### src/rtl/core/fpa_pkg.sv
// shared types and constants of the fixed-point alu
`timescale 1ns / 1ps
`default_nettype none
package fpa_pkg;

	localparam logic [4:0] CMD_ADD        = 5'd0;
	localparam logic [4:0] CMD_SUB        = 5'd1;
	localparam logic [4:0] CMD_MUL        = 5'd2;
	localparam logic [4:0] CMD_DIV        = 5'd3;
	localparam logic [4:0] CMD_GT         = 5'd4;
	localparam logic [4:0] CMD_LT         = 5'd5;
	localparam logic [4:0] CMD_LE         = 5'd6;
	localparam logic [4:0] CMD_GE         = 5'd7;
	localparam logic [4:0] CMD_EQ         = 5'd8;
	localparam logic [4:0] CMD_NE         = 5'd9;
	localparam logic [4:0] CMD_MIN        = 5'd10;
	localparam logic [4:0] CMD_MAX        = 5'd11;
	localparam logic [4:0] CMD_INC        = 5'd12;
	localparam logic [4:0] CMD_DEC        = 5'd13;
	localparam logic [4:0] CMD_FROM_INT   = 5'd14;
	localparam logic [4:0] CMD_TO_INT     = 5'd15;
	localparam logic [4:0] CMD_FROM_FLOAT = 5'd16;
	localparam logic [4:0] CMD_TO_FLOAT   = 5'd17;

	localparam logic [1:0] ERR_NONE     = 2'd0;
	localparam logic [1:0] ERR_DIV_ZERO = 2'd1;
	localparam logic [1:0] ERR_FLOAT    = 2'd2;

	localparam int IN_W  = 104;
	localparam int OUT_W = 72;

	// per-item state carried alongside the divider
	typedef struct packed {
		logic [4:0]  cmd;
		logic [31:0] res;
		logic        flag;
		logic [1:0]  err;
		logic        tf_sign;
		logic        tf_zero;
		logic [31:0] tf_mag;
		logic [4:0]  tf_p;
		logic        div_neg;
		logic        div_zero;
	} side_t;

endpackage
`default_nettype wire

### src/rtl/core/fpa_front.sv
// first stage: simple ops, multiply, float decode, divider set-up
`timescale 1ns / 1ps
`default_nettype none
module fpa_front #(
	parameter int FRAC_BITS = 8,
	parameter int W_PAD = 40
) (
	input  wire logic                clk,
	input  wire logic                arst_n,
	input  wire logic                en,
	input  wire logic                in_valid,
	input  wire logic [4:0]          command,
	input  wire logic signed [31:0]  operand_a,
	input  wire logic signed [31:0]  operand_b,
	input  wire logic [31:0]         float_in,
	output logic                     v_s1,
	output fpa_pkg::side_t           side_s1,
	output logic [W_PAD-1:0]         dvd_s1,
	output logic [31:0]              dsr_s1
);

	fpa_pkg::side_t   side_d;
	logic signed [63:0] prod;
	logic [31:0]      abs_a, abs_b;
	logic [31:0]      ff_res;
	logic             ff_err;
	logic [7:0]       expo;
	logic [23:0]      man24;
	logic [7:0]       e_eff;
	logic signed [10:0] sh, nsh;
	logic [55:0]      wide;
	logic [23:0]      t;
	logic [32:0]      mag33;
	logic             lt;

	assign prod  = operand_a * operand_b;
	assign abs_a = operand_a[31] ? 32'(-operand_a) : operand_a;
	assign abs_b = operand_b[31] ? 32'(-operand_b) : operand_b;
	assign lt    = operand_a < operand_b;

	// float bits to fixed, round half away from zero
	always_comb begin
		expo   = float_in[30:23];
		man24  = (expo == 8'd0) ? {1'b0, float_in[22:0]} : {1'b1, float_in[22:0]};
		e_eff  = (expo == 8'd0) ? 8'd1 : expo;
		sh     = $signed({3'b0, e_eff}) - 11'sd150 + $signed(11'(FRAC_BITS));
		nsh    = -sh;
		wide   = {32'b0, man24} << sh[4:0];
		t      = man24 >> 5'(nsh - 11'sd1);
		ff_res = 32'd0;
		ff_err = 1'b0;
		if (sh >= 11'sd0) begin
			if (sh >= 11'sd32 || (|wide[55:32]))
				mag33 = 33'h1_0000_0000;
			else
				mag33 = {1'b0, wide[31:0]};
		end else if (nsh > 11'sd25) begin
			mag33 = 33'd0;
		end else begin
			mag33 = 33'(t >> 1) + 33'(t[0]);
		end
		if (expo == 8'hFF) begin
			ff_err = 1'b1;
			if (float_in[22:0] != 23'd0)
				ff_res = 32'd0;
			else
				ff_res = float_in[31] ? 32'h8000_0000 : 32'h7FFF_FFFF;
		end else if (float_in[31]) begin
			if (mag33 > 33'h0_8000_0000) begin
				ff_err = 1'b1;
				ff_res = 32'h8000_0000;
			end else begin
				ff_res = 32'(-mag33[31:0]);
			end
		end else begin
			if (mag33 > 33'h0_7FFF_FFFF) begin
				ff_err = 1'b1;
				ff_res = 32'h7FFF_FFFF;
			end else begin
				ff_res = mag33[31:0];
			end
		end
	end

	always_comb begin
		side_d          = '0;
		side_d.cmd      = command;
		side_d.tf_sign  = operand_a[31];
		side_d.tf_mag   = abs_a;
		side_d.tf_zero  = (abs_a == 32'd0);
		side_d.div_neg  = operand_a[31] ^ operand_b[31];
		side_d.div_zero = (operand_b == 32'sd0);
		for (int i = 0; i < 32; i++) begin
			if (abs_a[i])
				side_d.tf_p = 5'(i);
		end
		case (command)
			fpa_pkg::CMD_ADD:      side_d.res = 32'(operand_a + operand_b);
			fpa_pkg::CMD_SUB:      side_d.res = 32'(operand_a - operand_b);
			fpa_pkg::CMD_MUL:      side_d.res = prod[FRAC_BITS+31:FRAC_BITS];
			fpa_pkg::CMD_GT:       side_d.flag = operand_a > operand_b;
			fpa_pkg::CMD_LT:       side_d.flag = lt;
			fpa_pkg::CMD_LE:       side_d.flag = operand_a <= operand_b;
			fpa_pkg::CMD_GE:       side_d.flag = operand_a >= operand_b;
			fpa_pkg::CMD_EQ:       side_d.flag = operand_a == operand_b;
			fpa_pkg::CMD_NE:       side_d.flag = operand_a != operand_b;
			fpa_pkg::CMD_MIN:      side_d.res = lt ? operand_a : operand_b;
			fpa_pkg::CMD_MAX:      side_d.res = lt ? operand_b : operand_a;
			fpa_pkg::CMD_INC:      side_d.res = 32'(operand_a + 32'sd1);
			fpa_pkg::CMD_DEC:      side_d.res = 32'(operand_a - 32'sd1);
			fpa_pkg::CMD_FROM_INT: side_d.res = operand_a << FRAC_BITS;
			fpa_pkg::CMD_TO_INT:   side_d.res = operand_a >>> FRAC_BITS;
			fpa_pkg::CMD_FROM_FLOAT: begin
				side_d.res = ff_res;
				side_d.err = ff_err ? fpa_pkg::ERR_FLOAT : fpa_pkg::ERR_NONE;
			end
			default: ;
		endcase
	end

	always_ff @(posedge clk or negedge arst_n) begin
		if (!arst_n)
			v_s1 <= 1'b0;
		else if (en)
			v_s1 <= in_valid;
	end

	always_ff @(posedge clk) begin
		if (en) begin
			side_s1 <= side_d;
			dvd_s1  <= {{(W_PAD-32){1'b0}}, abs_a} << FRAC_BITS;
			dsr_s1  <= abs_b;
		end
	end

endmodule
`default_nettype wire

### config.mk
export PLATFORM = sky130hd
export DESIGN_NAME = fpa_front
export DESIGN_NICKNAME = d
export VERILOG_FILES = /design/src/rtl/core/fpa_pkg.sv /design/src/rtl/core/fpa_front.sv
export SDC_FILE = /design/constraint.sdc
export NUM_CORES = 2
export LEC_CHECK = 0
export BUFFER_PORTS_ARGS = -buffer_cell sky130_fd_sc_hd__buf_2
export CORE_ASPECT_RATIO = 2
export CORE_MARGIN = 1
export CORE_UTILIZATION = 30
export CTS_CLUSTER_SIZE = 20
export DETAILED_ROUTE_END_ITERATION = 16
export GPL_ROUTABILITY_DRIVEN = 0
export PLACE_DENSITY = 0.49
export SLEW_MARGIN = 0
export SYNTH_ARGS = -nofsm -noshare
export SYNTH_HDL_FRONTEND = slang
export SYNTH_SLANG_ARGS = --single-unit
export TNS_END_PERCENT = 5
### constraint.sdc
create_clock -name clk -period 1.16 [get_ports clk]
set_input_delay 0.116 -clock clk [delete_from_list [all_inputs] [get_ports clk]]
set_output_delay 0.116 -clock clk [all_outputs]
set_load 0.01 [all_outputs]
==> key figures <==
Min path
  • Hold Crit Class: input pin to flop

Synthesis
  • Netlist cell types: 105
  • Syn Area/Cell: 8.35 um^2
  • Sequential share of the synthesized area: 0.0877
  • #FFs+latches synth: 113
  • Synth top area share: 0.334
  • Synth area leader: fa_1
  • Post-Synthesis Cells: 4629
  • Post-synth top flop: edfxtp_1
  • Post-synth EDFFs: 112
  • Area contributors post-synth: fa_1 33%, edfxtp_1 8.7%, inv_1 8.5%
  • YS warnings: 0
  • Post-synthesis async set-or-reset flop share: 0.00885
  • Synth Cell Area: 38600 um^2

Die
  • Die Ht: 510 um
  • Width of the die: 256 um
  • Rows: 185
  • Initial Util: 0.304
  • Ports: 259
  • DIE AREA: 130000 um^2
  • Core area: 127000 um^2

Critical path
  • Critical path arrival: 7.33 ns
  • Crit Path Max Fanout: 9
  • Worst setup SP type: input pin
  • Worst path required time: 1.46 ns
  • Crit-path slowest cell: fa_1
  • Max stage delay on crit path: 0.52 ns
  • Crit path kind: input pin to flop
  • Crit end category: flop
  • Crit path top cell by count: fa_1
  • Reg2Reg Setup Slack: 0.42 ns

Drt
  • Top sig layer: met5
  • Met2 Routed Length: 93300 um
  • ANT nets after route: 0
  • Met3 wire len: 9520 um
  • Initial DRC count: 2153
  • Vias/cell: 5.14
  • Drt total wl: 180000 um
  • First drt pass iteration count: 6
  • DRC: 0
  • Routed WL per cell: 24.2 um
  • Via count: 38300
  • Met1 wire length: 59200 um

Clock network
  • CTS tree: done
  • Cts bufs inserted: 25
  • Clock slew at reported path FFs: 0.07 ns
  • Skew-Pair Late Insertion Delay: 0.54 ns
  • Root buf cell: clkbuf_16
  • Number of H-tree levels: 4
  • Clk sinks: 113
  • CTS Buffer Depth: 3

Timing
  • Fin worst setup slack: -5.88 ns
  • Setup Viol. Count Final: 222
  • Least-Margin Pin Slew: 1.00 ns
  • RSZ-0062 raised after global routing: yes
  • Hold WS: 0.0277 ns
  • Final Hold Fails: 0
  • Final Cycle Share: 6.06
  • Fmax: 142 MHz
  • Max-slew violations: 0
  • Clk_skew: 0 ns
  • Worst rel slew slack: 0.313
  • Min Clock Period, post-route: 7.04 ns

Power and ir drop
  • Design Power: 192 mW
  • Peak VDD IR: 4.46 mV
  • Leak Pwr: 25.9 nW
  • PwrDens: 3590 nW/um^2

Layout
  • Commonest non-fill, non-tap cell in the layout: buf_4
  • Share of layout cells above drive strength 1: 0.315
  • Area growth syn-to-layout: 38.3%
  • Nets@finish: 6759
  • Commonest non-fill, non-tap cells in the layout: 1047 x buf_4, 844 x inv_1, 678 x nand2_1

GRT
  • Largest net degree at the start of global routing: 59
  • Grt total ovfl: 0
  • Vias in the first global route: 41100
  • First-pass GRT wire length: 262000 um
  • Initial antenna violation count: 10
  • GRT Util Overall: 0.276

Run status
  • Violated checks: setup timing
  • Outcome: complete, but fails checks

Run
  • Maxcap violations: 0

Placement
  • DP HPWL: 151000 um
  • Port-buffer cells: 249
==> per-layer routing <==
metal / up-vias / GRT usage
met5: - / 0
met4: 8 / 0.234
met3: 686 / 0.0378
met2: 1555 / 0.510
met1: 19200 / 0.272
li1: 16900 / -
==> cells in the mapped netlist, types with 74 or more instances <==
library cell  number
clkbuf_1         202
xnor2_1          190
mux2i_1           74
edfxtp_1         112
ha_1             246
and2_1           145
fa_1             644
nand2_1          710
o21ai_0          119
nor2_1           217
a21oi_1          166
inv_1            873
==> logic make-up (layout without fill, tap and decap cells) <==
| family | Yosys count | after routing | share of synthesized area |
|---|---|---|---|
| multiplexers | 103 | 103 | 0.0340 |
| XOR/XNOR | 248 | 248 | 0.0562 |
| buffers and inverters | 1200 | 2332 | 0.123 |
| AO/OA/AOI/OAI | 637 | 637 | 0.110 |
| other | 1 | 12 | 0.0000970 |
| flip-flops | 113 | 113 | 0.0877 |
| adder cells (fa/ha/maj) | 890 | 890 | 0.413 |
| AND/OR/NAND/NOR | 1437 | 1437 | 0.175 |
==> report_power, final <==
| group | switching (mW) | internal (mW) | total (mW) |
|---|---|---|---|
| registers | 0.382 | 5.21 | 5.59 |
| clock network | 2.59 | 4.06 | 6.66 |
| logic | 93.1 | 86.4 | 179 |
| total | 96.1 | 95.6 | 192 |
==> worst max-delay path, delay by kind of cell <==
family | cells | cell delay, ns
adder cells (fa/ha/maj) | 9 | 4.18
XOR/XNOR | 1 | 0.13
AND/OR/NAND/NOR | 5 | 0.72
buffers and inverters | 7 | 0.64
AO/OA/AOI/OAI | 8 | 1.53
==> path summary, 6_finish.rpt <==
kind | end | depth (start not counted) | startpoint
max | side_s1[75]$_DFFE_PP_ | 30 | operand_a[16]
min | dsr_s1[28]$_DFFE_PP_ | 2 | en
max reg2reg | v_s1$_DFFE_PN0P_ | 1 | v_s1$_DFFE_PN0P_
min reg2reg | v_s1$_DFFE_PN0P_ | 1 | v_s1$_DFFE_PN0P_
max in group asynchronous | v_s1$_DFFE_PN0P_ | 3 | arst_n
min in group asynchronous | v_s1$_DFFE_PN0P_ | 3 | arst_n
==> final cells by class <==
class | count | area (um^2)
clock buffer | 29 | 641
antenna | 3 | 7.51
clock inverter | 3 | 40.0
tap | 1683 | 2110
fill | 12900 | 73900
sequential | 113 | 3390
inverter | 879 | 3310
timing repair buffer | 1421 | 11600
multi-input combinational | 3324 | 32300
==> stage by stage <==
stage	utilization	worst slack, ns	cell area (um^2)	std cells	setup TNS (ns)
after floorplan	-	-6.16	39500	4637	-270.24
after global placement	0.389	-7.03	49500	7351	-353.37
after detailed placement	0.389	-7.07	49500	7351	-353.68
after CTS	0.413	-5.88	52600	7430	-266.12
after global routing	0.420	-6.09	53400	7453	-276.82
final	0.420	-5.88	53400	7455	-263.99
==> flip-flops by register name, summed over array words and instances (netlist names) <==
register	count
v_s1	1
dvd_s1	32
dsr_s1	32
side_s1	48
==> repair_timing <==
action / in CTS / in global routing
buffers inserted: 36 / 24
cloned: 2 / 1
resized for setup: 445 / 142
hold endpoints to repair: 9 / 0
hold buffers: 9 / 0
setup endpoints to repair: 245 / 244
pin swaps: 102 / 132
No activity file was read; power rests on OpenSTA's default activity.
