**config.mk**
```make
export PLATFORM = sky130hd
export DESIGN_NAME = fpa_back
export DESIGN_NICKNAME = d
export VERILOG_FILES = /design/src/rtl/core/fpa_pkg.sv /design/src/rtl/core/fpa_back.sv
export SDC_FILE = /design/constraint.sdc
export NUM_CORES = 1
export LEC_CHECK = 0
export BUFFER_PORTS_ARGS = -buffer_cell sky130_fd_sc_hd__buf_4
export CAP_MARGIN = 20
export CORE_ASPECT_RATIO = 1.1
export CORE_MARGIN = 2
export CORE_UTILIZATION = 48
export DETAILED_ROUTE_END_ITERATION = 16
export PLACE_DENSITY = 0.86
export SKIP_LAST_GASP = 1
export SLEW_MARGIN = 25
export SYNTH_ARGS = -nofsm -noshare
export SYNTH_HDL_FRONTEND = slang
export SYNTH_SLANG_ARGS = --single-unit
```
**constraint.sdc**
```tcl
create_clock -name clk -period 0.9 [get_ports clk]
set_clock_uncertainty 0.05 [all_clocks]
set_input_delay 0.18 -clock clk [delete_from_list [all_inputs] [get_ports clk]]
set_output_delay 0.18 -clock clk [all_outputs]
set_load 0.1 [all_outputs]
```
**src/rtl/core/fpa_pkg.sv**
```systemverilog
// shared types and constants of the fixed-point alu
`timescale 1ns / 1ps
`default_nettype none
package fpa_pkg;

	localparam logic [4:0] CMD_ADD        = 5'd0;
	localparam logic [4:0] CMD_SUB        = 5'd1;
	localparam logic [4:0] CMD_MUL        = 5'd2;
	localparam logic [4:0] CMD_DIV        = 5'd3;
	localparam logic [4:0] CMD_GT         = 5'd4;
	localparam logic [4:0] CMD_LT         = 5'd5;
	localparam logic [4:0] CMD_LE         = 5'd6;
	localparam logic [4:0] CMD_GE         = 5'd7;
	localparam logic [4:0] CMD_EQ         = 5'd8;
	localparam logic [4:0] CMD_NE         = 5'd9;
	localparam logic [4:0] CMD_MIN        = 5'd10;
	localparam logic [4:0] CMD_MAX        = 5'd11;
	localparam logic [4:0] CMD_INC        = 5'd12;
	localparam logic [4:0] CMD_DEC        = 5'd13;
	localparam logic [4:0] CMD_FROM_INT   = 5'd14;
	localparam logic [4:0] CMD_TO_INT     = 5'd15;
	localparam logic [4:0] CMD_FROM_FLOAT = 5'd16;
	localparam logic [4:0] CMD_TO_FLOAT   = 5'd17;

	localparam logic [1:0] ERR_NONE     = 2'd0;
	localparam logic [1:0] ERR_DIV_ZERO = 2'd1;
	localparam logic [1:0] ERR_FLOAT    = 2'd2;

	localparam int IN_W  = 104;
	localparam int OUT_W = 72;

	// per-item state carried alongside the divider
	typedef struct packed {
		logic [4:0]  cmd;
		logic [31:0] res;
		logic        flag;
		logic [1:0]  err;
		logic        tf_sign;
		logic        tf_zero;
		logic [31:0] tf_mag;
		logic [4:0]  tf_p;
		logic        div_neg;
		logic        div_zero;
	} side_t;

endpackage
`default_nettype wire

```
**src/rtl/core/fpa_back.sv**
```systemverilog
// last stage: quotient sign, fixed to float rounding, output register
`timescale 1ns / 1ps
`default_nettype none
module fpa_back #(
	parameter int FRAC_BITS = 8
) (
	input  wire logic            clk,
	input  wire logic            arst_n,
	input  wire logic            en,
	input  wire logic            v_in,
	input  wire fpa_pkg::side_t  side_in,
	input  wire logic [31:0]     quo_in,
	output logic                 v_q,
	output logic [31:0]          res_q,
	output logic                 flag_q,
	output logic [31:0]          fout_q,
	output logic [1:0]           err_q
);

	logic [31:0] norm;
	logic [23:0] q;
	logic        up;
	logic [24:0] qn;
	logic [8:0]  bexp;
	logic [31:0] fout_d, res_d;
	logic [1:0]  err_d;

	always_comb begin
		norm   = side_in.tf_mag << (5'd31 - side_in.tf_p);
		q      = norm[31:8];
		up     = norm[7] & ((|norm[6:0]) | q[0]);
		qn     = {1'b0, q} + 25'(up);
		bexp   = {4'b0, side_in.tf_p} + 9'd127 - 9'(FRAC_BITS) + 9'(qn[24]);
		fout_d = 32'd0;
		res_d  = side_in.res;
		err_d  = side_in.err;
		case (side_in.cmd)
			fpa_pkg::CMD_DIV: begin
				if (side_in.div_zero) begin
					res_d = 32'd0;
					err_d = fpa_pkg::ERR_DIV_ZERO;
				end else begin
					res_d = side_in.div_neg ? 32'(-quo_in) : quo_in;
				end
			end
			fpa_pkg::CMD_TO_FLOAT: begin
				if (!side_in.tf_zero)
					fout_d = {side_in.tf_sign, bexp[7:0], qn[24] ? 23'd0 : qn[22:0]};
			end
			default: ;
		endcase
	end

	always_ff @(posedge clk or negedge arst_n) begin
		if (!arst_n)
			v_q <= 1'b0;
		else if (en)
			v_q <= v_in;
	end

	always_ff @(posedge clk) begin
		if (en) begin
			res_q  <= res_d;
			flag_q <= side_in.flag;
			fout_q <= fout_d;
			err_q  <= err_d;
		end
	end

endmodule
`default_nettype wire
```
==> impl_results.md, run 1 <==
- Syn Inst Count: around 550
- Status: did not finish
- EDFF count, synth: 67
- Clock Tree Buf Depth: 2
- Antenna violations before repair: 3
- Die W: approximately 110 µm
- Post-DP HPWL: around 16000 µm
- Synthesized area per cell: ~10 µm²
- Clock root buffer: clkbuf_16
- Placed Cells incl. Taps: around 1000
- Yosys reg bits: 68
- Htree depth: 3
- Placer congestion estimate: roughly 0.97
- Num CTS Buffers: 9
- GR Util All Layers: between 60% and 70%
- FP Rows: 41
- Starting density of the core: 49.0%
- Mapped Area: roughly 5600 µm²
- Mapped Nets: 666
- Async set-reset flop share out of synthesis: ~1.5%
- WEP type: register input
- Error msg: [ERROR GRT-0232] Routing congestion too high. Check the congestion heatmap in the GUI.
- Io pins: 185
- Ys Warns: 0
- Ys flop type: edfxtp_1
- Yosys cell types: 67
- GRT worst endpoint: res_q[28]$_DFFE_PP_/D
- GRT Residual Overflow: 2
- CTS sink count: 68
- Largest net degree at the start of global routing: 21
- Port bufs: 184
- Stop stage: 5_1_grt
- Sequential area share after synthesis: 36.3%
- Die Y: around 120 µm
- Area after DPL: between 8000 and 9000 µm²
[what timing repair did]
action,4_1_cts
buffers inserted,39
pin swaps,57
endpoints found under the setup margin,133
hold buffers,2
hold endpoints to repair,2
cloned,6
resized for setup,204
[stage by stage]
step	TNS (ns)	setup slack (ns)	utilization, %
detailed placement	-117.10	-2.52	75.9
CTS	-107.80	-2.05	89.0
floorplan	-120.35	-2.38	-
global placement	-112.17	-2.39	75.9
[per-layer routing]
metal / overflow / global-route usage [%]
met1: 0 / 65.6
met2: 0 / 86.7
met3: 0 / 50.1
met4: 2 / 61.4
met5: 0 / 15.5
[cell usage after synthesis, types with 4 or more instances]
master,instances,share of area [%]
nor4_1,4,0.45
mux4_2,34,14
or4_4,5,1.0
nand4_1,4,0.45
inv_1,9,0.60
or4_1,4,0.54
mux2_2,10,2.0
o21ai_0,43,3.8
and2_1,5,0.56
nand3_1,10,0.89
a211oi_1,6,0.80
xor2_1,38,5.9
or2_2,4,0.45
buf_2,9,0.80
mux2i_1,22,3.9
nor3b_1,5,0.67
a21oi_1,14,1.2
o31ai_1,17,2.3
nor3_1,16,1.4
o22ai_1,4,0.45
nand2_1,67,4.5
edfxtp_1,67,36
xnor2_1,11,1.7
ha_1,4,0.89
clkbuf_1,19,1.3
nor2b_1,4,0.45
nor2_1,45,3.0
nand2b_1,5,0.56
[cell families after synthesis]
family / count (synthesis) / share of synthesized area [%]
simple gates: 196 / 17.7
compound gates: 117 / 14.2
flops: 68 / 36.3
mux: 66 / 19.6
xor+xnor: 49 / 7.65
buf+inv: 45 / 3.68
fa+ha+maj: 4 / 0.892
==> run 2, diff against run 1 <==
--- a/config.mk
+++ b/config.mk
@@ -7,11 +7,10 @@
 export LEC_CHECK = 0
 export BUFFER_PORTS_ARGS = -buffer_cell sky130_fd_sc_hd__buf_4
 export CAP_MARGIN = 20
-export CORE_ASPECT_RATIO = 1.1
 export CORE_MARGIN = 2
-export CORE_UTILIZATION = 48
+export CORE_UTILIZATION = 33
 export DETAILED_ROUTE_END_ITERATION = 16
-export PLACE_DENSITY = 0.86
+export PLACE_DENSITY_LB_ADDON = 0.15
 export SKIP_LAST_GASP = 1
 export SLEW_MARGIN = 25
 export SYNTH_ARGS = -nofsm -noshare
==> run 2 against run 1 <==
Against the previous run:
- the flow now finishes, with violations (setup timing)
- area after synthesis stayed put
- synthesized cell count stayed put
==> impl_results.md, run 2 <==
- Starting density of the core: 33.8% (-15 points)
- Depth of the worst hold-timing path: 2
- Min-delay worst type: in -> reg
- Non-filler cells in the finished layout: about 1200
- Failing checks: setup timing
- Slew Viols, Final: 0
- Final setup fails: approximately 130
- Clock root buffer: clkbuf_16
- Yosys cell types: 67 (unchanged)
- CP max FO: 3
- RSZ-0062 raised after global routing: yes
- Worst EP required: around 0.93 ns
- Commonest cells after routing, fill and taps aside: 282 x buf_4, 102 x buf_6, 67 x edfxtp_1, 57 x nand2_1, 36 x xor2_1
- Endpoint, Worst Hold: v_q
- Biggest registers after layout: fout_q: 32 flops, res_q: 32 flops, err_q: 2 flops
- Ys flop type: edfxtp_1
- Vias: roughly 6000
- Sequential area share after synthesis: 36.3% (unchanged)
- Drt pass-1 iters: 4
- Reg2reg end: v_q
- Port bufs: 184 (unchanged)
- Largest net degree at the start of global routing: 18
- Iteration-0 DRC Markers: 266
- Die Y: 134 µm (+14%)
- R2r startpoint: v_q
- Ys Warns: 0 (unchanged)
- Die area: 18100 µm²
- Total power: between 10 and 15 mW
- Clock Latency Late Sink: 0.33 ns
- Syn-to-layout area delta: 92.2%
- GRT Residual Overflow: 0
- Vias per cell: approximately 5.2
- Clock Tree Buf Depth: 2 (unchanged)
- Static Leakage: between 4 and 5 nW
- Async set-reset flop share out of synthesis: 1.47% (unchanged)
- Placer congestion estimate: 0.953 (-1.8%)
- Commonest non-fill, non-tap cell in the layout: buf_4
- FP Rows: 47 (+15%)
- Setup WS pre-CTS: -2.46 ns (+0.0512 ns)
- TritonCTS clock tree: yes
- Layout cell share with drive strength beyond 1: between 60 and 70%
- Worst reg2reg path depth: 1
- Share of Yosys cell area claimed by the top area cell type: 35.9% (unchanged)
- Peak supply drop: 0.000905 V
- Pwr dens: ~1200 nW/µm²
- Placed Cells incl. Taps: 1084 (+6.6%)
- Hold_sp: v_in
- NumNets Final: around 1100
- Antenna Nets Post-Route: 0
- Final period util: 328%
- Status: finished, violations left
- Htree depth: 3 (unchanged)
- Final WL: 21700 µm
- Num CTS Buffers: 9 (unchanged)
- Mapped Nets: 666 (unchanged)
- Min Hold Slack: between 0.03 and 0.04 ns
- CP Launch Type: input port
- Worst Path Arrival: between 2 and 3 ns
- Worst-path clk slew: around 0.060 ns
- Antenna fix cells: 0
- Global-route wire length before repair: 33700 µm
- Max cap viols: 0
- Most frequent cells after synthesis: 67 x edfxtp_1, 67 x nand2_1, 45 x nor2_1
- EDFF count, synth: 67 (unchanged)
- Worst path max stage delay: about 0.53 ns
- Vias in the first global route: around 6300
- Synthesized area per cell: 10.3 µm² (unchanged)
- Reg2reg setup slack: -0.01 ns
- Post-DP HPWL: 15900 µm (-1.8%)
- WS Path Type: in -> reg
- Final WS setup: -2.05 ns
- Die W: 134 µm (+26%)
- Core area: around 17000 µm²
- Slew margin rel.: a little over two thirds
- Post-route DRC: 0
- Min cycle time layout: 2.95 ns
- Routed len/inst: 18.8 µm
- Final core area utilization: between 60% and 70%
- Worst slew pin tran: about 0.46 ns
- Slowest cell on the critical path: or4_4
- Worst path cell trace: buf_6, or4_4, or3_4, or4_4, or4_4, or3_4, o41ai_4, xor2_1, o31ai_1
- Syn Inst Count: 545 (unchanged)
- Area leader, netlist: edfxtp_1
- Ranking of synthesized cells by area: edfxtp_1 36%, mux4_2 14%, xor2_1 5.9%
- CP endpoint kind: flop
- GR Util All Layers: 23.7%
- Yosys reg bits: 68 (unchanged)
- Mapped Area: 5610 µm² (unchanged)
- CTS sink count: 68 (unchanged)
- Most common cell on crit path: or4_4
- Fin. Hold Viols: 0
- Antenna violations before repair: 0
- Io pins: 185 (unchanged)
- Max Freq: 0.339 GHz
==> run 2: per-layer routing <==
metal | GRT usage (%) | up-vias | share of wire [%]
li1 | - | 2875 | -
met2 | 40.2 | 210 | 50
met1 | 30.7 | 2924 | 42
met5 | 0 | - | 0
met4 | 8.36 | 0 | 1.9
met3 | 3.48 | 26 | 5.6
==> run 2: what timing repair did <==
item | in CTS | in global routing
gates resized for setup | 200 | 92
endpoints found under the setup margin | 133 | 135
endpoints found under the hold margin | 2 | 0
gates cloned | 9 | 0
hold buffers | 2 | 0
buffers inserted | 34 | 22
pin swaps | 63 | 56
==> run 2: power breakdown <==
part | total [mW] | internal [mW] | switching, mW
sequential | 3.83 | 3.72 | 0.109
combinational | 6.11 | 2.58 | 3.54
clock | 3.44 | 2.11 | 1.33
total | 13.4 | 8.42 | 4.97
==> run 2: how the worst max path moves through the flow <==
stage / start / endpoint / slack, ns
CTS: quo_in[8] / res_q[28] / -1.99
global route: quo_in[8] / res_q[31] / -2.11
floorplan: side_in[3] / fout_q[27] / -2.38
detailed placement: quo_in[8] / res_q[29] / -2.46
finish: quo_in[8] / res_q[29] / -2.05
global placement: quo_in[8] / res_q[29] / -2.41
==> run 2: logic make-up (layout without fill, tap and decap cells) <==
family	Yosys count	count (layout)	synth area share, %
xor gates and xnor gates	49	49	7.65
AOI/OAI and AO/OA	117	117	14.2
DFF	68	68	36.3
muxes	66	66	19.6
and+or+nand+nor	196	198	17.7
buffers and inverters	45	433	3.68
adders and majority gates	4	4	0.892
==> run 2: critical path, delay by kind of cell <==
| kind | cells | cell delay (ns) |
|---|---|---|
| buf+inv | 1 | 0.10 |
| xor+xnor | 1 | 0.19 |
| simple gates | 5 | 2.19 |
| compound gates | 2 | 0.32 |
==> run 2: final cells by class <==
cell class / count / area (µm²)
Clock buffer: 10 / 229
Clock inverter: 5 / 53.8
Fill cell: 1323 / 5800
Inverter: 10 / 50.0
Multi-Input combinational cell: 434 / 4370
Sequential cell: 68 / 2040
Tap cell: 220 / 275
Timing Repair Buffer: 408 / 3760
==> run 2: stage by stage <==
step / TNS (ns) / instance area, µm²
2_1_floorplan: -120.35 / 5980
3_3_place_gp: -123.44 / 8730
3_5_place_dp: -123.50 / 8730
4_1_cts: -103.06 / 10300
5_1_grt: -111.89 / 10800
6_report: -106.35 / 10800
No activity file was read; power rests on OpenSTA's default activity.
