`src/rtl/core/fpa_pkg.sv`:
```
// shared types and constants of the fixed-point alu
`timescale 1ns / 1ps
`default_nettype none
package fpa_pkg;

	localparam logic [4:0] CMD_ADD        = 5'd0;
	localparam logic [4:0] CMD_SUB        = 5'd1;
	localparam logic [4:0] CMD_MUL        = 5'd2;
	localparam logic [4:0] CMD_DIV        = 5'd3;
	localparam logic [4:0] CMD_GT         = 5'd4;
	localparam logic [4:0] CMD_LT         = 5'd5;
	localparam logic [4:0] CMD_LE         = 5'd6;
	localparam logic [4:0] CMD_GE         = 5'd7;
	localparam logic [4:0] CMD_EQ         = 5'd8;
	localparam logic [4:0] CMD_NE         = 5'd9;
	localparam logic [4:0] CMD_MIN        = 5'd10;
	localparam logic [4:0] CMD_MAX        = 5'd11;
	localparam logic [4:0] CMD_INC        = 5'd12;
	localparam logic [4:0] CMD_DEC        = 5'd13;
	localparam logic [4:0] CMD_FROM_INT   = 5'd14;
	localparam logic [4:0] CMD_TO_INT     = 5'd15;
	localparam logic [4:0] CMD_FROM_FLOAT = 5'd16;
	localparam logic [4:0] CMD_TO_FLOAT   = 5'd17;

	localparam logic [1:0] ERR_NONE     = 2'd0;
	localparam logic [1:0] ERR_DIV_ZERO = 2'd1;
	localparam logic [1:0] ERR_FLOAT    = 2'd2;

	localparam int IN_W  = 104;
	localparam int OUT_W = 72;

	// per-item state carried alongside the divider
	typedef struct packed {
		logic [4:0]  cmd;
		logic [31:0] res;
		logic        flag;
		logic [1:0]  err;
		logic        tf_sign;
		logic        tf_zero;
		logic [31:0] tf_mag;
		logic [4:0]  tf_p;
		logic        div_neg;
		logic        div_zero;
	} side_t;

endpackage
`default_nettype wire

```
`src/rtl/core/fpa_div_stage.sv`:
```
// one register stage of the restoring divider, four quotient bits
`timescale 1ns / 1ps
`default_nettype none
module fpa_div_stage #(
	parameter int W_PAD = 40
) (
	input  wire logic              clk,
	input  wire logic              arst_n,
	input  wire logic              en,
	input  wire logic              v_in,
	input  wire fpa_pkg::side_t    side_in,
	input  wire logic [W_PAD-1:0]  dvd_in,
	input  wire logic [31:0]       dsr_in,
	input  wire logic [31:0]       rem_in,
	input  wire logic [31:0]       quo_in,
	output logic                   v_out,
	output fpa_pkg::side_t         side_out,
	output logic [W_PAD-1:0]       dvd_out,
	output logic [31:0]            dsr_out,
	output logic [31:0]            rem_out,
	output logic [31:0]            quo_out
);

	localparam int STEPS = 4;

	logic [W_PAD-1:0] dvd_d;
	logic [31:0]      rem_d, quo_d;
	logic [32:0]      trial;

	always_comb begin
		dvd_d = dvd_in;
		rem_d = rem_in;
		quo_d = quo_in;
		trial = '0;
		for (int k = 0; k < STEPS; k++) begin
			trial = {rem_d, dvd_d[W_PAD-1]};
			dvd_d = dvd_d << 1;
			if (trial >= {1'b0, dsr_in}) begin
				rem_d = 32'(trial - {1'b0, dsr_in});
				quo_d = {quo_d[30:0], 1'b1};
			end else begin
				rem_d = trial[31:0];
				quo_d = {quo_d[30:0], 1'b0};
			end
		end
	end

	always_ff @(posedge clk or negedge arst_n) begin
		if (!arst_n)
			v_out <= 1'b0;
		else if (en)
			v_out <= v_in;
	end

	always_ff @(posedge clk) begin
		if (en) begin
			side_out <= side_in;
			dvd_out  <= dvd_d;
			dsr_out  <= dsr_in;
			rem_out  <= rem_d;
			quo_out  <= quo_d;
		end
	end

endmodule
`default_nettype wire

```
`config.mk`:
```
export PLATFORM = sky130hd
export DESIGN_NAME = fpa_div_stage
export DESIGN_NICKNAME = d
export VERILOG_FILES = /design/src/rtl/core/fpa_pkg.sv /design/src/rtl/core/fpa_div_stage.sv
export SDC_FILE = /design/constraint.sdc
export NUM_CORES = 1
export LEC_CHECK = 0
export BUFFER_PORTS_ARGS = -buffer_cell sky130_fd_sc_hd__buf_4
export CAP_MARGIN = 20
export CORE_MARGIN = 10
export CORE_UTILIZATION = 53
export DETAILED_ROUTE_END_ITERATION = 10
export PLACE_DENSITY = 0.94
export SETUP_SLACK_MARGIN = 0.05
export SLEW_MARGIN = 15
export SYNTH_ARGS = -nofsm -noshare
export SYNTH_HDL_FRONTEND = slang
export SYNTH_SLANG_ARGS = --single-unit
```
`constraint.sdc`:
```
create_clock -name clk -period 1.1 [get_ports clk]
set_clock_uncertainty 0.05 [all_clocks]
set_input_delay 0.055 -clock clk [delete_from_list [all_inputs] [get_ports clk]]
set_output_delay 0.055 -clock clk [all_outputs]
set_load 0.005 [all_outputs]
```
==> results of run 1 <==
==> cells by family after synthesis <==
family	Yosys count	synth area share (%)
fa+ha+maj	132	11.2
xor+xnor	114	6.67
mux	48	3.39
flops	214	42.9
buf+inv	134	3.79
simple gates	346	11.8
other cells	1	0.0250
compound gates	448	20.2
==> stage by stage <==
stage | instance area, um2 | utilization [%] | TNS (ns)
after floorplan | 15300 | - | -296.21
after global placement | 23200 | 83.1 | -305.28
after detailed placement | 23200 | 83.1 | -321.94
==> results.toml, run 1 <==
[synth]
synth_edf_count = 213
synth.ff_latch_count = 214
synth_cell_types = 82
yosys.area.top_type_share_pct = 42.7
syn_area_per_cell_um2 = 10.4
seq_area_frac_synth_pct = 42.9
yosysWarnings = 0
synth_flop_cell = "edfxtp_1"
synthArstFlopShare_pct = 0.467
syn_area_um2 = 15000
synth_area_leaders = "edfxtp_1, ha_1, a21oi_1, xnor2_1, a21o_1"
yosysMostFrequentCell = "edfxtp_1"
netlist_instances = 1437
ys_top_cells_by_count = "edfxtp_1, ha_1, a21oi_1"
synth_top_area_cell = "edfxtp_1"

[clock_network]
cts_root_buf = "clkbuf_16"
post_cts_resized = 291
ctsHtreeMaxLevel = 1
cts.sinks = 214
cts_inserted_buffers = 23
hold_buffers = 183
cts_max_path_buffers = 3
post-cts-setup-buffer-count = 59

[die]
fp.dieH_um = 188
rows = 61
die_w_um = 188
io_pins = 439
start_util_pct = 53.8

[placed_design]
numPortBuffers = 430
post-place-cells = 2785
dp.final_hpwl_mm = 57.0
place.gp.congestion = 1.10
dpl_worst_slack_ns = -9.53

[outcome]
outcome = "did not finish"
tool.error = "[ERROR DPL-0033] detailed placement checks failed during check placement."
failed_stage = "4_1_cts"
==> run 2: changes to the inputs <==
CORE_UTILIZATION = 40   (was 53)
PLACE_DENSITY = unset   (was 0.94)
PLACE_DENSITY_LB_ADDON = 0.15   (was unset)
SETUP_SLACK_MARGIN = unset   (was 0.05)
==> results.toml, run 2 <==
[outcome]
outcome = "finished, violations left"
violations = "setup timing"

[synth]
synth_compound_area_share_pct = 20.2
synth_top_family_by_area = "compound AO/OA/AOI/OAI gates"
ys_top_cells_by_count = "edfxtp_1, ha_1, a21oi_1"
synth.ff_latch_count = 214
synthXorXnorAreaFrac_pct = 6.67
synth-adder-area-share_pct = 11.2
yosys.area_share.simple_pct = 11.8
synth_edf_count = 213
seq_area_frac_synth_pct = 42.9
synthArstFlopShare_pct = 0.467
synth_cell_types = 82
muxShareOfSynthArea_pct = 3.39
synth_flop_cell = "edfxtp_1"
synth_area_leaders = "edfxtp_1, ha_1, a21oi_1, xnor2_1, a21o_1"
netlist_instances = 1437
yosysMostFrequentCell = "edfxtp_1"
synth_top_area_cell = "edfxtp_1"
syn_area_per_cell_um2 = 10.4
yosys.area.top_type_share_pct = 42.7
syn_area_um2 = 15000
yosysWarnings = 0

[timing]
max-slew-margin-rel_pct = 58.9
max_freq_mhz = 104
rsz0062_at_grt = "true"
setup_viol = 250
setup_ws_ns = -8.56
slew_violations = 0
tightest_slew_ns = 0.616
period_needed_ns = 9.66
setup_tns_ns = -305.26
fin_crit_sh_pct = 878
hold_violations = 0

[clock_network]
ctsHtreeMaxLevel = 1
clk_latency_ns = 0.52
cts.sinks = 214
cts_inserted_buffers = 23
clk_pin_slew_ns = 0.07
cts_root_buf = "clkbuf_16"
cts_tree = "built"
cts_max_path_buffers = 3

[worst_setup_path]
worstPathRequired_ns = 1.41
critPathLaunchType = "input pin"
crit_fanout = 10
cpMostUsedCell = "buf_4"
crit_path_end_kind = "register"
cp_slowest_cell = "a2111o_1"
crit_type = "in2reg"
cpPeakStageDelay_ns = 0.44
worst_ep_arrival_time_ns = 9.97

[die]
rows = 70
die_w_um = 213
coreArea_um2 = 36800
start_util_pct = 40.7
fp.dieH_um = 213
io_pins = 439
dieArea_um2 = 45600

[cells_and_area]
nFillCells = 2205
area_growth_pct = 92.9
regArea_um2 = 6420
regMostFlops = "side_out"
largest_reg_flops = 81
layout.nets = 3079
layout-drive-gt1-share_pct = 51.8
multi_input_area_um2 = 9380
top_regs = "side_out (81), dvd_out (36)"
final_common_cell = "buf_4"
most-common-layout-cells = "buf_4, edfxtp_1, buf_6"

[drt]
vias_per_cell = 5.68
via_count = 18300
drtIter0Drc = 1905
drt_wl_total_mm = 82.9
drt_pass1_iterations = 6
ant_nets = 0
drc = 0
wire_per_inst_um = 25.8

[grt]
grt-ovfl-total = 0
met2_usage_pct = 53.6
gr-max-usage-layer = "met2"
antenna_found_initial = 6
grt.total_usage_pct = 31.3
grt_pass1_vias = 17900
grt.met3_usage_pct = 5.78
grt_max_degree = 37
grt_first_pass_wirelength_mm = 110
grtUsageMet1_pct = 37.3

[placed_design]
numPortBuffers = 430
place.gp.congestion = 0.979
dpl_worst_slack_ns = -9.22
dp.final_hpwl_mm = 53.3

[run]
cap_viol_max_count = 0

[min_path]
hold_path.class = "in2reg"

[power_and_ir_drop]
ir_drop_mv = 3.01
leakagePower_uw = 0.0132
power_density_nw_per_um2 = 3240
[run 2: cell counts after synthesis]
Identical to the previous run, type by type.
[run 2: logic make-up (layout without fill, tap and decap cells)]
kind of cell               count (synthesis)  in the layout
DFF                                      214            214
muxes                                     48             48
AOI/OAI and AO/OA                        448            448
other                                      1             12
and+or+nand+nor                          346            346
xor gates and xnor gates                 114            114
adders and majority gates                132            132
buffers and inverters                    134           1436
[run 2: path summary, 6_finish.rpt]
check | from | to | slack (ns) | cells after the start
max | dsr_in[14] | rem_out[20] | -8.56 | 61
min in group asynchronous | arst_n | v_out | 0.36 | 3
max in group asynchronous | arst_n | v_out | 0.54 | 3
max reg2reg | v_out | v_out | 0.26 | 1
min reg2reg | v_out | v_out | 0.52 | 1
min | side_in[74] | side_out[74] | 0.20 | 2
[run 2: where the power goes]
group	internal, uW	switching, uW	leakage (uW)
Combinational	36700	36100	0.0108
Sequential	11600	758	0.00210
Clock	4830	3530	0.000375
Total	53200	40400	0.0132
[run 2: worst max-delay path: cells and delay by family]
family	cells	cell delay (ns)
adder cells (fa/ha/maj)	3	0.92
buffers and inverters	32	4.17
multiplexers	2	0.45
AND/OR/NAND/NOR	9	1.07
AO/OA/AOI/OAI	15	3.26
[run 2: final cells by class]
type	count	area share [%]
clock buffers	28	2.06
multi-input cells	1092	32.5
flip-flops and latches	214	22.2
diodes	8	0.0693
clock inverters	13	0.624
inverters	90	1.34
repair buffers	1305	39.2
well taps	468	2.03
[run 2: layer usage]
metal  part of all wire [%]  up-vias  routed length (um)
met5                      0        -                   0
li1                       -     8057                   -
met4                    5.8        0                4820
met2                     48     1157               39800
met3                    8.6      296                7160
met1                     38     8762               31100
[run 2: through the flow]
step	utilization (%)	instance area (um2)	total power (uW)	hold WS, ns	std cells
4_1_cts	75.4	27700	83800	0.153	3165
5_1_grt	78.5	28900	97200	0.188	3215
6_report	78.5	28900	93600	0.195	3218
3_3_place_gp	62.9	23100	67000	-0.219	2854
2_1_floorplan	-	15300	42100	-0.291	1440
3_5_place_dp	62.9	23100	67800	-0.218	2854
[run 2: repair_timing]
| action | 4_1_cts | 5_1_grt |
|---|---|---|
| cloned | 9 | 1 |
| setup endpoints to repair | 250 | 250 |
| hold buffers | 183 | 0 |
| setup buffers | 78 | 48 |
| pin swaps | 87 | 68 |
| hold endpoints to repair | 187 | 0 |
| resized for setup | 270 | 194 |
Power figures use the tool's default switching activity.
==> run 3: changes to the inputs <==
clock period = 10.55 ns   (was 1.1 ns; I/O delays follow)
==> results.toml, run 3 (synthesis gave the netlist of run 2 again) <==
[outcome]
outcome = "finished, final reports clean"

[drt]
drt_wl_total_mm = 61.2
vias_per_cell = 5.29
wire_per_inst_um = 21.3
via_count = 15200
drc = 0
drtIter0Drc = 976
ant_nets = 0
drt_pass1_iterations = 5

[power_and_ir_drop]
power_uw = 7840
leakagePower_uw = 0.0113
power_density_nw_per_um2 = 329
ir_drop_mv = 0.258

[cells_and_area]
post-route-util_pct = 64.8
area_growth_pct = 59.2
nFillCells = 3054
regArea_um2 = 6420
final_common_cell = "buf_4"
layout-drive-gt1-share_pct = 46.1
layout.nets = 2744
top_regs = "side_out (81), dvd_out (36)"
most-common-layout-cells = "buf_4, edfxtp_1, ha_1"
multi_input_area_um2 = 8320
fin_cells = 2878
largest_reg_flops = 81
regMostFlops = "side_out"

[grt]
grt.total_usage_pct = 25.2
grt_max_degree = 87
grt_first_pass_wirelength_mm = 88.4
grt_pass1_vias = 14900
grt-ovfl-total = 0
antenna_found_initial = 6

[clock_network]
cts_tree = "built"
cts_inserted_buffers = 24
cts_root_buf = "clkbuf_16"
clk_latency_ns = 0.52
cts.sinks = 214
cts_max_path_buffers = 3
clk_pin_slew_ns = 0.07
ctsHtreeMaxLevel = 1

[min_path]
hp-start = "dvd_in[21]"
whs_endpoint = "dvd_out[25]"
hold_path.class = "in2reg"
min_delay_path_depth = 1

[worst_setup_path]
cpPeakStageDelay_ns = 0.52
cp_slowest_cell = "or4_1"
r2r_start = "v_out"
reg2reg_setup_slack_ns = 9.75
critPathLaunchType = "input pin"
cp-startpoint = "dsr_in[18]"
crit_type = "in2reg"
rr_endpoint = "v_out"
worstPathRequired_ns = 10.77
r2r_cells = 1
worst_ep_arrival_time_ns = 10.38
crit_fanout = 10
cpMostUsedCell = "buf_4"
crit_path_end_kind = "register"

[placed_design]
numPortBuffers = 430
post-place-cells = 2822
dp.final_hpwl_mm = 52.2
place.gp.congestion = 0.991

[die]
coreArea_um2 = 36800
start_util_pct = 40.7
dieArea_um2 = 45600
io_pins = 439
rows = 70
fp.dieH_um = 213
die_w_um = 213

[timing]
max_freq_mhz = 98.5
slew_violations = 0
setup_viol = 0
max-slew-margin-rel_pct = 42.9
whs_ns = 0.106
fin_crit_sh_pct = 96.2
period_needed_ns = 10.15
hold_violations = 0
tightest_slew_ns = 0.856

[run]
cap_viol_max_count = 0
run 3: changes by cell type in the layout (fill, tap and decap cells not counted), sizes merged, moves of 3 or more:
| cell | before | now |
|---|---|---|
| clkinvlp | 9 | 4 |
| dlygate4sd3 | 183 | 1 |
| diode | 8 | 4 |
| buf | 1121 | 967 |
| clkbuf | 29 | 26 |
| inv | 85 | 88 |
| clkinv | 5 | 11 |
run 3: power breakdown:
| part | total (uW) | switching (uW) | internal [uW] |
|---|---|---|---|
| clock network | 828 | 340 | 488 |
| registers | 1250 | 38.1 | 1210 |
| logic | 5770 | 2810 | 2960 |
| total | 7840 | 3190 | 4660 |
run 3: final cells by class:
cell class	count	area share, %
inverter	90	1.46
sequential	214	26.9
tap	468	2.46
timing repair buffer	968	31.0
clock buffer	26	2.55
timing repair inverter	1	0.0315
clock inverter	15	0.677
antenna	4	0.0420
multi-input combinational	1092	34.9
run 3: worst max path at each step:
stage | end | cells past startpoint
detailed placement | rem_out[2] | 55
finish | rem_out[1] | 54
global route | rem_out[1] | 51
CTS | rem_out[1] | 54
global placement | rem_out[19] | 53
floorplan | rem_out[19] | 49
run 3: through the flow:
stage / worst slack [ns] / setup TNS (ns) / instance area [um2]
global route: -0.0539 / -0.230 / 23800
detailed placement: -0.444 / -12.41 / 22800
CTS: 0.101 / 0 / 23500
global placement: -0.406 / -9.24 / 22800
floorplan: 0.0179 / 0 / 15100
finish: 0.398 / 0 / 23800
run 3: layer usage:
| metal | share of wire (%) | track usage, % | vias to the layer above | wire length [um] |
|---|---|---|---|---|
| li1 | - | - | 7353 | - |
| met1 | 41 | 32.3 | 7162 | 25400 |
| met2 | 46 | 40.9 | 588 | 28300 |
| met3 | 8.5 | 5.12 | 109 | 5230 |
| met4 | 3.8 | 10.3 | 4 | 2300 |
| met5 | 0.044 | 0 | - | 27 |
run 3: repair_timing:
action	4_1_cts	5_1_grt
endpoints found under the hold margin	1	0
hold buffers	1	0
endpoints found under the setup margin	0	33
buffers inserted	0	9
resized for setup	0	55
run 3: worst max-delay path, delay by kind of cell:
kind | cells | cell delay, ns
fa+ha+maj | 4 | 1.11
mux | 2 | 0.65
compound gates | 16 | 2.67
simple gates | 18 | 3.44
buf+inv | 14 | 1.94
==> run 4: changes to the inputs <==
CORE_ASPECT_RATIO = 0.6   (was unset)
clock period = 8.4 ns   (was 10.55 ns; I/O delays follow)
==> results.toml, run 4 (synthesis gave the netlist of run 2 again) <==
[worst_setup_path]
cp-startpoint = "dsr_in[9]"
r2r_cells = 1
crit_type = "in2reg"
critPathLaunchType = "input pin"
cp_slowest_cell = "or4_4"
cpMostUsedCell = "buf_4"
crit_end = "rem_out[1]"
crit_path_end_kind = "register"
crit_fanout = 8
r2r_start = "v_out"
cpPeakStageDelay_ns = 0.67
rr_endpoint = "v_out"
worstPathRequired_ns = 8.65
reg2reg_setup_slack_ns = 7.60
worst_ep_arrival_time_ns = 10.14

[grt]
antenna_found_initial = 2
grt.total_usage_pct = 27.4
grt_pass1_vias = 16200
grt_first_pass_wirelength_mm = 97.7
grt_max_degree = 122
grt-ovfl-total = 0

[timing]
rsz0062_at_grt = "true"
setup_viol = 33
period_needed_ns = 9.89
fin_crit_sh_pct = 118
whs_ns = 0.0207
tightest_slew_ns = 1.04
max-slew-margin-rel_pct = 30.6
max_freq_mhz = 101
setup_ws_ns = -1.49
hold_violations = 0
slew_violations = 0

[drt]
vias_per_cell = 5.25
drt_wl_total_mm = 67.1
drt_pass1_iterations = 5
drc = 0
wire_per_inst_um = 21.9
ant_nets = 0
via_count = 16100
drtIter0Drc = 1360

[die]
io_pins = 439
fp.dieH_um = 170
die_w_um = 270
rows = 54
dieArea_um2 = 45800
coreArea_um2 = 36600
start_util_pct = 40.9

[run]
cap_viol_max_count = 0

[placed_design]
dpl_worst_slack_ns = -2.84
dp.final_hpwl_mm = 53.4
numPortBuffers = 430
place.gp.congestion = 0.959

[power_and_ir_drop]
power_density_nw_per_um2 = 413
leakagePower_uw = 0.0121
ir_drop_mv = 0.318
power_uw = 10800

[clock_network]
clk_pin_slew_ns = 0.08
ctsHtreeMaxLevel = 1
cts_max_path_buffers = 3
clk_latency_ns = 0.52
cts_inserted_buffers = 22
cts_root_buf = "clkbuf_16"
cts.sinks = 214
cts_tree = "built"

[cells_and_area]
final_common_cell = "buf_4"
regMostFlops = "side_out"
most-common-layout-cells = "buf_4, edfxtp_1, ha_1"
top_regs = "side_out (81), dvd_out (36)"
layout-drive-gt1-share_pct = 49.9
largest_reg_flops = 81
regArea_um2 = 6420
layout.nets = 2901
nFillCells = 2851
multi_input_area_um2 = 9080
area_growth_pct = 74.4

[outcome]
violations = "setup timing"
outcome = "finished, violations left"

[min_path]
hold_path.class = "in2reg"
run 4: worst max-delay path: cells and delay by family:
kind | cells | cell delay (ns)
buffers and inverters | 10 | 1.32
xor gates and xnor gates | 1 | 0.28
muxes | 2 | 0.63
adders and majority gates | 4 | 1.12
AOI/OAI and AO/OA | 21 | 4.21
and+or+nand+nor | 10 | 2.11
run 4: how the worst min path moves through the flow:
stage,endpoint,slack (ns),cells past startpoint,from
final,dsr_out[14],0.02,1,dsr_in[14]
after global routing,dvd_out[31],0.002,1,dvd_in[27]
after CTS,side_out[40],0.0006,1,side_in[40]
after detailed placement,v_out,0.15,1,arst_n
after global placement,v_out,0.15,1,arst_n
after floorplan,v_out,0.07,0,arst_n
run 4: metrics by stage:
step	cell area, um2	std cells	util, %	setup TNS (ns)
finish	26100	3067	71.3	-46.24
global route	26100	3067	71.3	-56.80
CTS	25700	3057	70.2	-37.37
detailed placement	23100	2895	63.2	-87.76
global placement	23100	2895	63.2	-84.57
floorplan	15300	1440	-	-56.49
run 4: layout make-up:
| class | instances | share of cell area, % |
|---|---|---|
| inverters | 90 | 1.46 |
| well taps | 504 | 2.41 |
| flip-flops and latches | 214 | 24.6 |
| clock buffers | 25 | 2.15 |
| diodes | 2 | 0.0192 |
| repair buffers | 1128 | 34.3 |
| clock inverters | 12 | 0.302 |
| multi-input cells | 1092 | 34.8 |
run 4: what timing repair did:
item,4_1_cts,5_1_grt
gates resized for setup,158,80
pin swaps,53,45
setup buffers,30,7
hold endpoints to repair,96,0
cloned,1,1
hold buffers,96,0
endpoints found under the setup margin,33,33
run 4: power by group:
part	switching, uW	internal [uW]	total, uW
Combinational	3970	4300	8270
Clock	435	483	918
Sequential	64.8	1520	1590
Total	4470	6310	10800
run 4: routing by layer:
layer	global-route usage, %	routed length, um	up-vias
met5	0	0	-
met4	6.60	1380	0
met3	5.29	4630	70
met2	45.8	32100	551
met1	36.1	29000	7813
li1	-	-	7667
